File: src/rtl/core/assert_macros.svh
// Assertion macros used by the priority queue RTL.
`ifndef ASSERT_MACROS_SVH
`define ASSERT_MACROS_SVH

// Check that the consequent holds in the same cycle as the antecedent.
`define ASSERT_SAME(label, clk, rst_n, ante, cons) \
    label: assert property (@(posedge clk) disable iff (!rst_n) (ante) |-> (cons)) \
        else $error("assertion failed in the priority queue");

// Check that the consequent holds in the cycle after the antecedent.
`define ASSERT_NEXT(label, clk, rst_n, ante, cons) \
    label: assert property (@(posedge clk) disable iff (!rst_n) (ante) |=> (cons)) \
        else $error("assertion failed in the priority queue");

`endif

File: src/rtl/core/tlpq_pkg.sv
// Types, codes and constants of the three-level priority queue.
package tlpq_pkg;

    // Default number of cells in the chain.
    localparam int unsigned DEPTH_DEFAULT = 16;

    // Request kinds.
    localparam logic REQ_INSERT = 1'b0;
    localparam logic REQ_REMOVE = 1'b1;

    // Result status codes.
    localparam logic [1:0] STATUS_OK    = 2'd0;
    localparam logic [1:0] STATUS_EMPTY = 2'd1;
    localparam logic [1:0] STATUS_FULL  = 2'd2;

    // Priority levels; a larger code is a lower level.
    localparam logic [1:0] PRIO_HIGH = 2'd0;
    localparam logic [1:0] PRIO_LOW  = 2'd2;

    // Request payload.
    typedef struct packed {
        logic        req_type;
        logic [15:0] task_id;
        logic [1:0]  prio_level;
        logic [4:0]  due_day;
        logic [3:0]  due_month;
        logic [11:0] due_year;
    } req_t;

    // Response payload.
    typedef struct packed {
        logic [1:0]  status;
        logic [15:0] out_id;
        logic [1:0]  out_prio;
        logic [4:0]  out_day;
        logic [3:0]  out_month;
        logic [11:0] out_year;
        logic [4:0]  fill_count;
    } rsp_t;

    // One stored task record.
    typedef struct packed {
        logic [15:0] task_id;
        logic [1:0]  prio;
        logic [4:0]  day;
        logic [3:0]  month;
        logic [11:0] year;
    } entry_t;

    // What one cell shows to its neighbors.
    typedef struct packed {
        logic   valid;
        entry_t entry;
    } cell_state_t;

    // Command broadcast to every cell in a cycle.
    typedef struct packed {
        logic   ins;
        logic   rem;
        entry_t entry;
    } cell_cmd_t;

    // Neighbor seen by the front cell: always occupied, never lower than a new entry.
    localparam cell_state_t CHAIN_HEAD = '{valid: 1'b1, entry: '0};

    // Neighbor seen by the back cell: always empty.
    localparam cell_state_t CHAIN_TAIL = '{valid: 1'b0, entry: '0};

endpackage

File: src/rtl/core/three_level_priority_queue_unit.sv
// The response is registered at the same edge that accepts the request.
// Throughput: one request per cycle while responses are taken; every cell of the chain
// decides its next contents combinationally from itself and its two neighbors.
// A response waiting in the output register still lets a new request in when taken.
// Reset clears the cell occupancy flags, the entry count and the response valid;
// the stored records themselves are not cleared.
module three_level_priority_queue_unit #(
    parameter int unsigned DEPTH = tlpq_pkg::DEPTH_DEFAULT
) (
    input  logic           clk,
    input  logic           rst_n,
    input  logic           req_valid,
    output logic           req_ready,
    input  tlpq_pkg::req_t req_data,
    output logic           rsp_valid,
    input  logic           rsp_ready,
    output tlpq_pkg::rsp_t rsp_data
);
    import tlpq_pkg::*;
    `include "assert_macros.svh"

    localparam int unsigned CNT_W = $clog2(DEPTH + 1);

    logic              accept;
    logic              empty;
    logic              full;
    cell_cmd_t         cmd;
    cell_state_t       cells [DEPTH];
    logic [CNT_W-1:0]  count_reg;
    logic [CNT_W-1:0]  count_next;
    logic              rsp_valid_reg;
    logic              rsp_valid_next;
    rsp_t              rsp_data_reg;
    rsp_t              rsp_data_next;
    logic [15:0]       front_id;

    // Handshake: the output register frees up when its response is taken.
    assign req_ready = !rsp_valid_reg || rsp_ready;
    assign accept    = req_valid && req_ready;
    assign empty     = !cells[0].valid;
    assign full      = cells[DEPTH-1].valid;
    assign front_id  = cells[0].entry.task_id;

    // Command to the chain, with level three saturated to low.
    always_comb
    begin
        cmd.ins            = accept && (req_data.req_type == REQ_INSERT) && !full;
        cmd.rem            = accept && (req_data.req_type == REQ_REMOVE) && !empty;
        cmd.entry.task_id  = req_data.task_id;
        cmd.entry.prio     = (req_data.prio_level > PRIO_LOW) ? PRIO_LOW
                                                              : req_data.prio_level;
        cmd.entry.day      = req_data.due_day;
        cmd.entry.month    = req_data.due_month;
        cmd.entry.year     = req_data.due_year;
    end

    // Chain of cells, front at index zero.
    for (genvar i = 0; i < DEPTH; i++)
    begin : g_cell
        cell_state_t left_s;
        cell_state_t right_s;
        if (i == 0)
        begin : g_head
            assign left_s = CHAIN_HEAD;
        end
        else
        begin : g_mid_l
            assign left_s = cells[i-1];
        end
        if (i == DEPTH - 1)
        begin : g_tail
            assign right_s = CHAIN_TAIL;
        end
        else
        begin : g_mid_r
            assign right_s = cells[i+1];
        end
        tlpq_cell u_cell (
            .clk   (clk),
            .rst_n (rst_n),
            .cmd   (cmd),
            .left  (left_s),
            .right (right_s),
            .state (cells[i])
        );
    end

    // Entry count.
    always_comb
    begin
        count_next = count_reg;
        if (cmd.ins)
        begin
            count_next = count_reg + CNT_W'(1);
        end
        else if (cmd.rem)
        begin
            count_next = count_reg - CNT_W'(1);
        end
    end

    // Response built from the request and the front cell.
    always_comb
    begin
        rsp_valid_next = rsp_valid_reg && !rsp_ready;
        rsp_data_next  = rsp_data_reg;
        if (accept)
        begin
            rsp_valid_next           = 1'b1;
            rsp_data_next            = '0;
            rsp_data_next.fill_count = 5'(count_next);
            if (req_data.req_type == REQ_INSERT)
            begin
                rsp_data_next.status = full ? STATUS_FULL : STATUS_OK;
            end
            else if (empty)
            begin
                rsp_data_next.status = STATUS_EMPTY;
            end
            else
            begin
                rsp_data_next.status    = STATUS_OK;
                rsp_data_next.out_id    = cells[0].entry.task_id;
                rsp_data_next.out_prio  = cells[0].entry.prio;
                rsp_data_next.out_day   = cells[0].entry.day;
                rsp_data_next.out_month = cells[0].entry.month;
                rsp_data_next.out_year  = cells[0].entry.year;
            end
        end
    end

    // Control registers.
    always_ff @(posedge clk or negedge rst_n)
    begin
        if (!rst_n)
        begin
            count_reg     <= '0;
            rsp_valid_reg <= 1'b0;
        end
        else
        begin
            count_reg     <= count_next;
            rsp_valid_reg <= rsp_valid_next;
        end
    end

    // Response payload register.
    always_ff @(posedge clk)
    begin
        rsp_data_reg <= rsp_data_next;
    end

    assign rsp_valid = rsp_valid_reg;
    assign rsp_data  = rsp_data_reg;

    // The count agrees with the occupancy of the chain ends.
    `ASSERT_SAME(a_empty_match, clk, rst_n, 1'b1, ((count_reg == '0) == empty))
    `ASSERT_SAME(a_full_match, clk, rst_n, 1'b1, ((count_reg == CNT_W'(DEPTH)) == full))
    // Every accepted request yields a response in the next cycle.
    `ASSERT_NEXT(a_rsp_follows, clk, rst_n, accept, rsp_valid_reg)
    // A successful remove returns the record that was at the front.
    `ASSERT_NEXT(a_remove_ok, clk, rst_n, cmd.rem, rsp_data_reg.status == STATUS_OK)
    `ASSERT_NEXT(a_remove_front, clk, rst_n, cmd.rem, rsp_data_reg.out_id == $past(front_id))

endmodule

File: src/rtl/core/tlpq_cell.sv
// One cell of the shift-register priority queue.
module tlpq_cell (
    input  logic                  clk,
    input  logic                  rst_n,
    input  tlpq_pkg::cell_cmd_t   cmd,
    input  tlpq_pkg::cell_state_t left,
    input  tlpq_pkg::cell_state_t right,
    output tlpq_pkg::cell_state_t state
);
    import tlpq_pkg::*;

    logic   valid_reg;
    logic   valid_next;
    entry_t entry_reg;
    entry_t entry_next;
    logic   lower_self;
    logic   lower_left;

    // An entry of strictly lower level sits behind the new one.
    assign lower_self = valid_reg && (entry_reg.prio > cmd.entry.prio);
    assign lower_left = left.valid && (left.entry.prio > cmd.entry.prio);

    // Local decision: shift back, take the new entry, shift forward or hold.
    always_comb
    begin
        valid_next = valid_reg;
        entry_next = entry_reg;
        if (cmd.ins)
        begin
            valid_next = valid_reg || left.valid;
            if (lower_left)
            begin
                entry_next = left.entry;
            end
            else if (lower_self || (!valid_reg && left.valid))
            begin
                entry_next = cmd.entry;
            end
        end
        else if (cmd.rem)
        begin
            valid_next = right.valid;
            entry_next = right.entry;
        end
    end

    // Occupancy flag.
    always_ff @(posedge clk or negedge rst_n)
    begin
        if (!rst_n)
        begin
            valid_reg <= 1'b0;
        end
        else
        begin
            valid_reg <= valid_next;
        end
    end

    // Record storage.
    always_ff @(posedge clk)
    begin
        entry_reg <= entry_next;
    end

    assign state.valid = valid_reg;
    assign state.entry = entry_reg;

endmodule
File: config.mk
export PLATFORM = sky130hd
export DESIGN_NAME = three_level_priority_queue_unit
export DESIGN_NICKNAME = d
export VERILOG_FILES = /design/src/rtl/core/tlpq_pkg.sv /design/src/rtl/core/three_level_priority_queue_unit.sv /design/src/rtl/core/tlpq_cell.sv
export VERILOG_INCLUDE_DIRS = /design/src /design/src/rtl/core
export SDC_FILE = /design/constraint.sdc
export NUM_CORES = 2
export LEC_CHECK = 0
export BUFFER_PORTS_ARGS = -buffer_cell sky130_fd_sc_hd__buf_2
export CORE_MARGIN = 2
export CORE_UTILIZATION = 61
export CTS_BUF_LIST = sky130_fd_sc_hd__clkbuf_8
export DETAILED_ROUTE_END_ITERATION = 8
export GPL_TIMING_DRIVEN = 0
export PLACE_DENSITY = 0.81
export SLEW_MARGIN = 10
export SYNTH_ARGS = -nofsm -noshare
export SYNTH_HDL_FRONTEND = slang
export SYNTH_SLANG_ARGS = --single-unit
export TNS_END_PERCENT = 1
File: constraint.sdc
create_clock -name clk -period 6.5 [get_ports clk]
set_clock_uncertainty 0.15 [all_clocks]
set_input_delay 0.65 -clock clk [delete_from_list [all_inputs] [get_ports clk]]
set_output_delay 0.65 -clock clk [all_outputs]
set_load 0.02 [all_outputs]
# Yosys cells after proc, flatten, opt, wreduce, memory -nomap -nowiden
# Cells that the tools add are included.
# totals
regBits	692
latchBits	0
mem_bits_rw	0
romBits	0
inputBits	44
output_inout_bits	48
wordCells	350
memories	0
# op_classes
n_addsub	2
n_mul	0
div_mod_pow	0
order_cmp	18
n_eq_ne	16
n_shift	0
n_mux	103
n_bitwise	1
reduce_logical	105
# op_table
operator	n
$mux 39	64
$ne 3x1->1 const B	16
$logic_and 1x1->1	37
$mux 1	34
$reduce_and 2->1	17
$gt 2x2->1	16
$logic_or 1x1->1	32
$logic_not 1->1	18
$mux 5	2
$mux 2	3
$add 5x1->5 const B	1
$sub 5x1->5 const B	1
$gt 1x2->1 const A	1
$gt 2x2->1 const B	1
$reduce_bool 2->1	1
$not 1->1	1

# Logic depth before layout (Yosys ltp)
# depth
ltp_word	8
ltp_mapped	11
depth_no_buf	6

# By module
# Synthesis repeated with hierarchy kept, for this count alone.
# unflattened
cells_unflattened	4126
hier_area_um2	42819.8
# by_module_without_submodules
mod	n_inst	cells_each	area_per_inst_um2	seq_area_each_um2
tlpq_cell	16	249	2546.2	1196.1
three_level_priority_queue_unit	1	142	2080.7	1531.5

# Worst setup path before layout
# Ideal clock, no wire load.
# synth_timing
path_kind	input -> register
from	input rsp_ready
to	register g_cell[2].u_cell.entry_reg (netlist bit g_cell[2].u_cell.state[0]) (enable)
setup_ns	0.458
t_arrival_ns	5.552
required_ns	5.892
path_slack_ns	0.340
stages	5
path_buffers	1
path_cell_list	nor2b_1 -> nor2_1 -> a21oi_1 -> clkbuf_1 -> a41oi_1
# synth_via
elab_chain_cells	6
elab_cells_between_ends	9
cone_classes	eq/ne: 1; reduce/logical: 8
# synth_lines
item	line_no	text
from (decl)	three_level_priority_queue_unit.sv:16	input logic rsp_ready,
$logic_or 1x1->1 *	three_level_priority_queue_unit.sv:38	assign req_ready = !rsp_valid_reg || rsp_ready;
$logic_and 1x1->1 *	three_level_priority_queue_unit.sv:39	assign accept = req_valid && req_ready;
$logic_and 1x1->1, on equally long branches (2 in series)	three_level_priority_queue_unit.sv:47, three_level_priority_queue_unit.sv:48	
$ne 3x1->1 (no source line) / $reduce_bool 2->1 (equally long branches)	n/a	
$reduce_and 2->1 (no source line) *	n/a	
to (signal assigned)	tlpq_cell.sv:63	entry_reg <= entry_next;
to (decl)	tlpq_cell.sv:14	entry_t entry_reg;
# Every way passes the cells marked *; elsewhere a longest branch is shown, timed or not.
# A chain may end at the register's enable or synchronous reset.

# Final worst setup path
# layout_timing
from	input req_data[22] (netlist name)
to	register g_cell[13].u_cell.entry_reg (netlist bit g_cell[13].u_cell.state[9]) (enable)
# layout_via
elab_chain_cells	7
elab_cells_between_ends	9
cone_classes	order compare: 3; eq/ne: 1; mux: 1; reduce/logical: 4
# layout_lines
item	line_no	text
from (decl)	three_level_priority_queue_unit.sv:14	input tlpq_pkg::req_t req_data,
$gt 2x2->1	three_level_priority_queue_unit.sv:50	cmd.entry.prio = (req_data.prio_level > PRIO_LOW) ? PRIO_LOW
$mux 2 *	three_level_priority_queue_unit.sv:50	
$gt 2x2->1	tlpq_cell.sv:20	assign lower_self = valid_reg && (entry_reg.prio > cmd.entry.prio);
$logic_and 1x1->1	tlpq_cell.sv:20	
$logic_or 1x1->1	tlpq_cell.sv:35	else if (lower_self || (!valid_reg && left.valid))
$ne 3x1->1 (no source line) *	n/a	
$reduce_and 2->1 (no source line) *	n/a	
to (signal assigned)	tlpq_cell.sv:63	
to (decl)	tlpq_cell.sv:14	
# Marks and branches as above.

==> key figures <==
Outcome
  • Run status: finished, final reports clean

Placed design
  • DP Cell Count: 3980
  • Post-DP HPWL: 71460 µm
  • DP Worst Slack: 1.185 ns
  • Port bufs: 89
  • Gpl congestion: 0.9232
  • Cell Area, Placed: 37090 µm²

STA
  • Max Clock Freq: 213.5 MHz
  • Worst-Margin Slew: 1.233 ns
  • Worst hold margin: 0.1291 ns
  • Fin crit share: 72.06%
  • Number of hold violations in the final report: 0
  • Setup violations, final: 0
  • Setup slack after layout: 1.816 ns
  • Post-route setup TNS: 0 ns
  • RSZ-0062 raised after global routing: no
  • Max Slew Vio Count: 0
  • Slew HR: 17.81%
  • Final Critical Period: 4.684 ns

Finish
  • P&R area growth vs syn: 11.48%
  • Max FFs per register: 624
  • Non-Filler Instances: 4175
  • Final instance area: 38980 µm²
  • Nets: 3410
  • Layout cells sized above 1: 10.79%

Global routing
  • Global Route Usage Sum: 31.90%
  • Pin count of the biggest net entering global routing: 28
  • GRT overflow: 0
  • Vias in the first global route: 27630
  • First-pass GRT wire length: 147900 µm
  • Initial antenna violation count: 8

CTS
  • Cts hold-fix bufs: 1
  • Clk_lat worst skew: 0.75 ns
  • Clock root buffer: clkbuf_8
  • CTS Buf Count: 107
  • Post-CTS setup buffers: 0
  • H-tree levels: 3
  • Clock transition at path regs: 0.06 ns
  • Clock Sinks: 692
  • TritonCTS clock tree: done
  • CTS max path bufs: 3
  • Resized cells post-CTS: 0

Floorplanning
  • Die Wd: 243.4 µm
  • Core Rows: 87
  • I/O Pins: 92
  • Core area: 56500 µm²
  • Height of the die: 243.4 µm
  • Initial Utilization: 61.90%
  • Die Area: 59260 µm²

Drt
  • Number of vias per cell: 6.336
  • Iteration-0 DRC Markers: 2905
  • Routed WL per cell: 22.87 µm
  • Via count: 26450
  • Initial DRT Pass Iterations: 7
  • Final ANT Viol Nets: 0
  • Drt total wl: 95490 µm
  • Post-route DRC: 0

Yosys
  • Sequential element share of the synthesized area: 59.11%
  • FF+latch count, synth: 692
  • Gate Count Post-Synth: 3116
  • Dominant cells by area after synthesis: edfxtp_1, mux2i_1, nand2_1, o21ai_1, o21ai_0
  • Syn_nets: 3192
  • Top cell type's share of synthesized area: 57.53%
  • Synth async-reset ratio: 3.179%
  • Most common cell in the netlist: nand2_1
  • Commonest cells in the netlist: nand2_1, edfxtp_1, mux2i_1
  • Synth cell types: 39
  • Ys flop type: edfxtp_1
  • Cell Area, Synth: 34970 µm²
  • Warnings, synthesis: 0
  • Mean Syn Cell Area: 11.22 µm²
  • Post-synth top area cell: edfxtp_1
  • EDFF count, synth: 670

Power and ir drop
  • Lkg Pwr: 0.01649 µW
  • Maximum vdd drop: 0.2294 mV
  • PwrDens: 374.0 nW/µm²

Setup path
  • Crit Path Max Fanout: 22
  • WP data required: 6.83 ns
  • R2R depth: 6
  • CP Class: input pin to flop
  • Crit path depth: 9
  • WP buf/inv: 5
  • Slowest CP cell: clkbuf_1
  • Crit path cell chain: clkbuf_1 -> clkbuf_1 -> inv_1 -> ha_1 -> nor2b_1 -> o211ai_1 -> clkbuf_1 -> a41oi_4 -> buf_16
  • Largest stage delay, worst path: 0.74 ns
  • Family with the most delay on the worst path: buffers and inverters
  • Crit path arrival time: 5.01 ns
  • CP endpoint kind: flop
  • Worst Setup Start Kind: input pin
  • Critical Path Most Common Cell: clkbuf_1

Min path
  • Hold crit path type: input pin to flop
  • Hold path depth: 3

Job
  • Max Cap Violations: 0
[worst reg2reg max path: cells and delay by family (launching register included)]
family	cells	cell delay, ns
AND/OR/NAND/NOR	2	0.60
flip-flops	1	0.38
buffers and inverters	3	1.87
AO/OA/AOI/OAI	1	0.67
[cell type report]
cell class	count	area, µm²
Antenna cell	9	22.52
Buffer	259	1345
Clock buffer	110	1514
Clock inverter	75	341.6
Fill cell	4017	17510
Inverter	30	112.6
Multi-Input combinational cell	2135	13090
Sequential cell	692	20670
Tap cell	756	945.9
Timing Repair Buffer	109	938.4
[layout by cell type, fill, tap and decap left out, types with 2 or more instances in the layout]
cell type   count
nand2_1       762
edfxtp_1      670
mux2i_1       507
o21ai_1       302
o21ai_0       211
clkbuf_1      184
buf_2         116
clkbuf_8      110
a21oi_1        96
inv_1          67
nor2_1         59
buf_6          45
a21oi_2        40
and3_1         38
ha_1           32
clkinv_1       23
dfrtp_1        22
nor2b_1        16
o211ai_1       16
buf_16         15
diode_2         9
a41oi_4         9
clkinv_2        9
nand2b_1        8
xnor2_1         4
nor2_4          3
nand3_1         3
a31oi_4         3
o32ai_2         3
inv_6           3
and2_1          2
buf_1           2
a41oi_1         2
nand2_2         2
o2111a_1        2
clkinvlp_4      2
buf_8           2
buf_12          2
[power breakdown]
group / switching (µW) / total (µW) / leakage (µW) / internal [µW]
logic: 2910 / 4600 / 0.00886 / 1700
clock network: 1760 / 3360 / 0.00109 / 1600
registers: 501 / 6620 / 0.00654 / 6120
total: 5170 / 14600 / 0.0165 / 9410
[cells by family after synthesis]
| group | Yosys count | synth area share (%) |
|---|---|---|
| buffers and inverters | 289 | 4.165 |
| adders and majority gates | 32 | 1.145 |
| DFF | 692 | 59.11 |
| AOI/OAI and AO/OA | 694 | 10.82 |
| and+or+nand+nor | 898 | 10.15 |
| xor gates and xnor gates | 4 | 0.1002 |
| muxes | 507 | 14.51 |
[through the flow]
step / utilization [%] / total power (µW)
after floorplan: - / 9694
after detailed placement: 65.64 / 11160
after global placement: 64.36 / 10820
final: 69.00 / 14580
after CTS: 68.95 / 14480
after global routing: 68.98 / 15190
[layer usage]
metal | vias to the layer above | part of all wire, % | track usage [%]
li1 | 11700 | - | -
met1 | 13080 | 41 | 43.14
met2 | 1412 | 47 | 51.39
met3 | 251 | 8.6 | 5.860
met4 | 6 | 4.0 | 12.70
met5 | - | 0.041 | 0
[worst paths after layout]
check | from | to | slack (ns)
setup / recovery | req_data[22] | g_cell[13].u_cell.state[9]$_DFFE_PP_ | 1.82
hold / removal | req_valid | rsp_valid$_DFF_PN0_ | 0.13
setup reg to reg | rsp_valid$_DFF_PN0_ | g_cell[13].u_cell.state[9]$_DFFE_PP_ | 2.57
hold reg to reg | g_cell[15].u_cell.state[36]$_SDFFCE_PN0P_ | g_cell[14].u_cell.state[36]$_DFFE_PP_ | 0.38
max in group asynchronous | rst_n | g_cell[6].u_cell.valid_reg$_DFFE_PN0P_ | 5.50
min in group asynchronous | rst_n | g_cell[5].u_cell.valid_reg$_DFFE_PN0P_ | 0.29
Power figures use the tool's default switching activity.
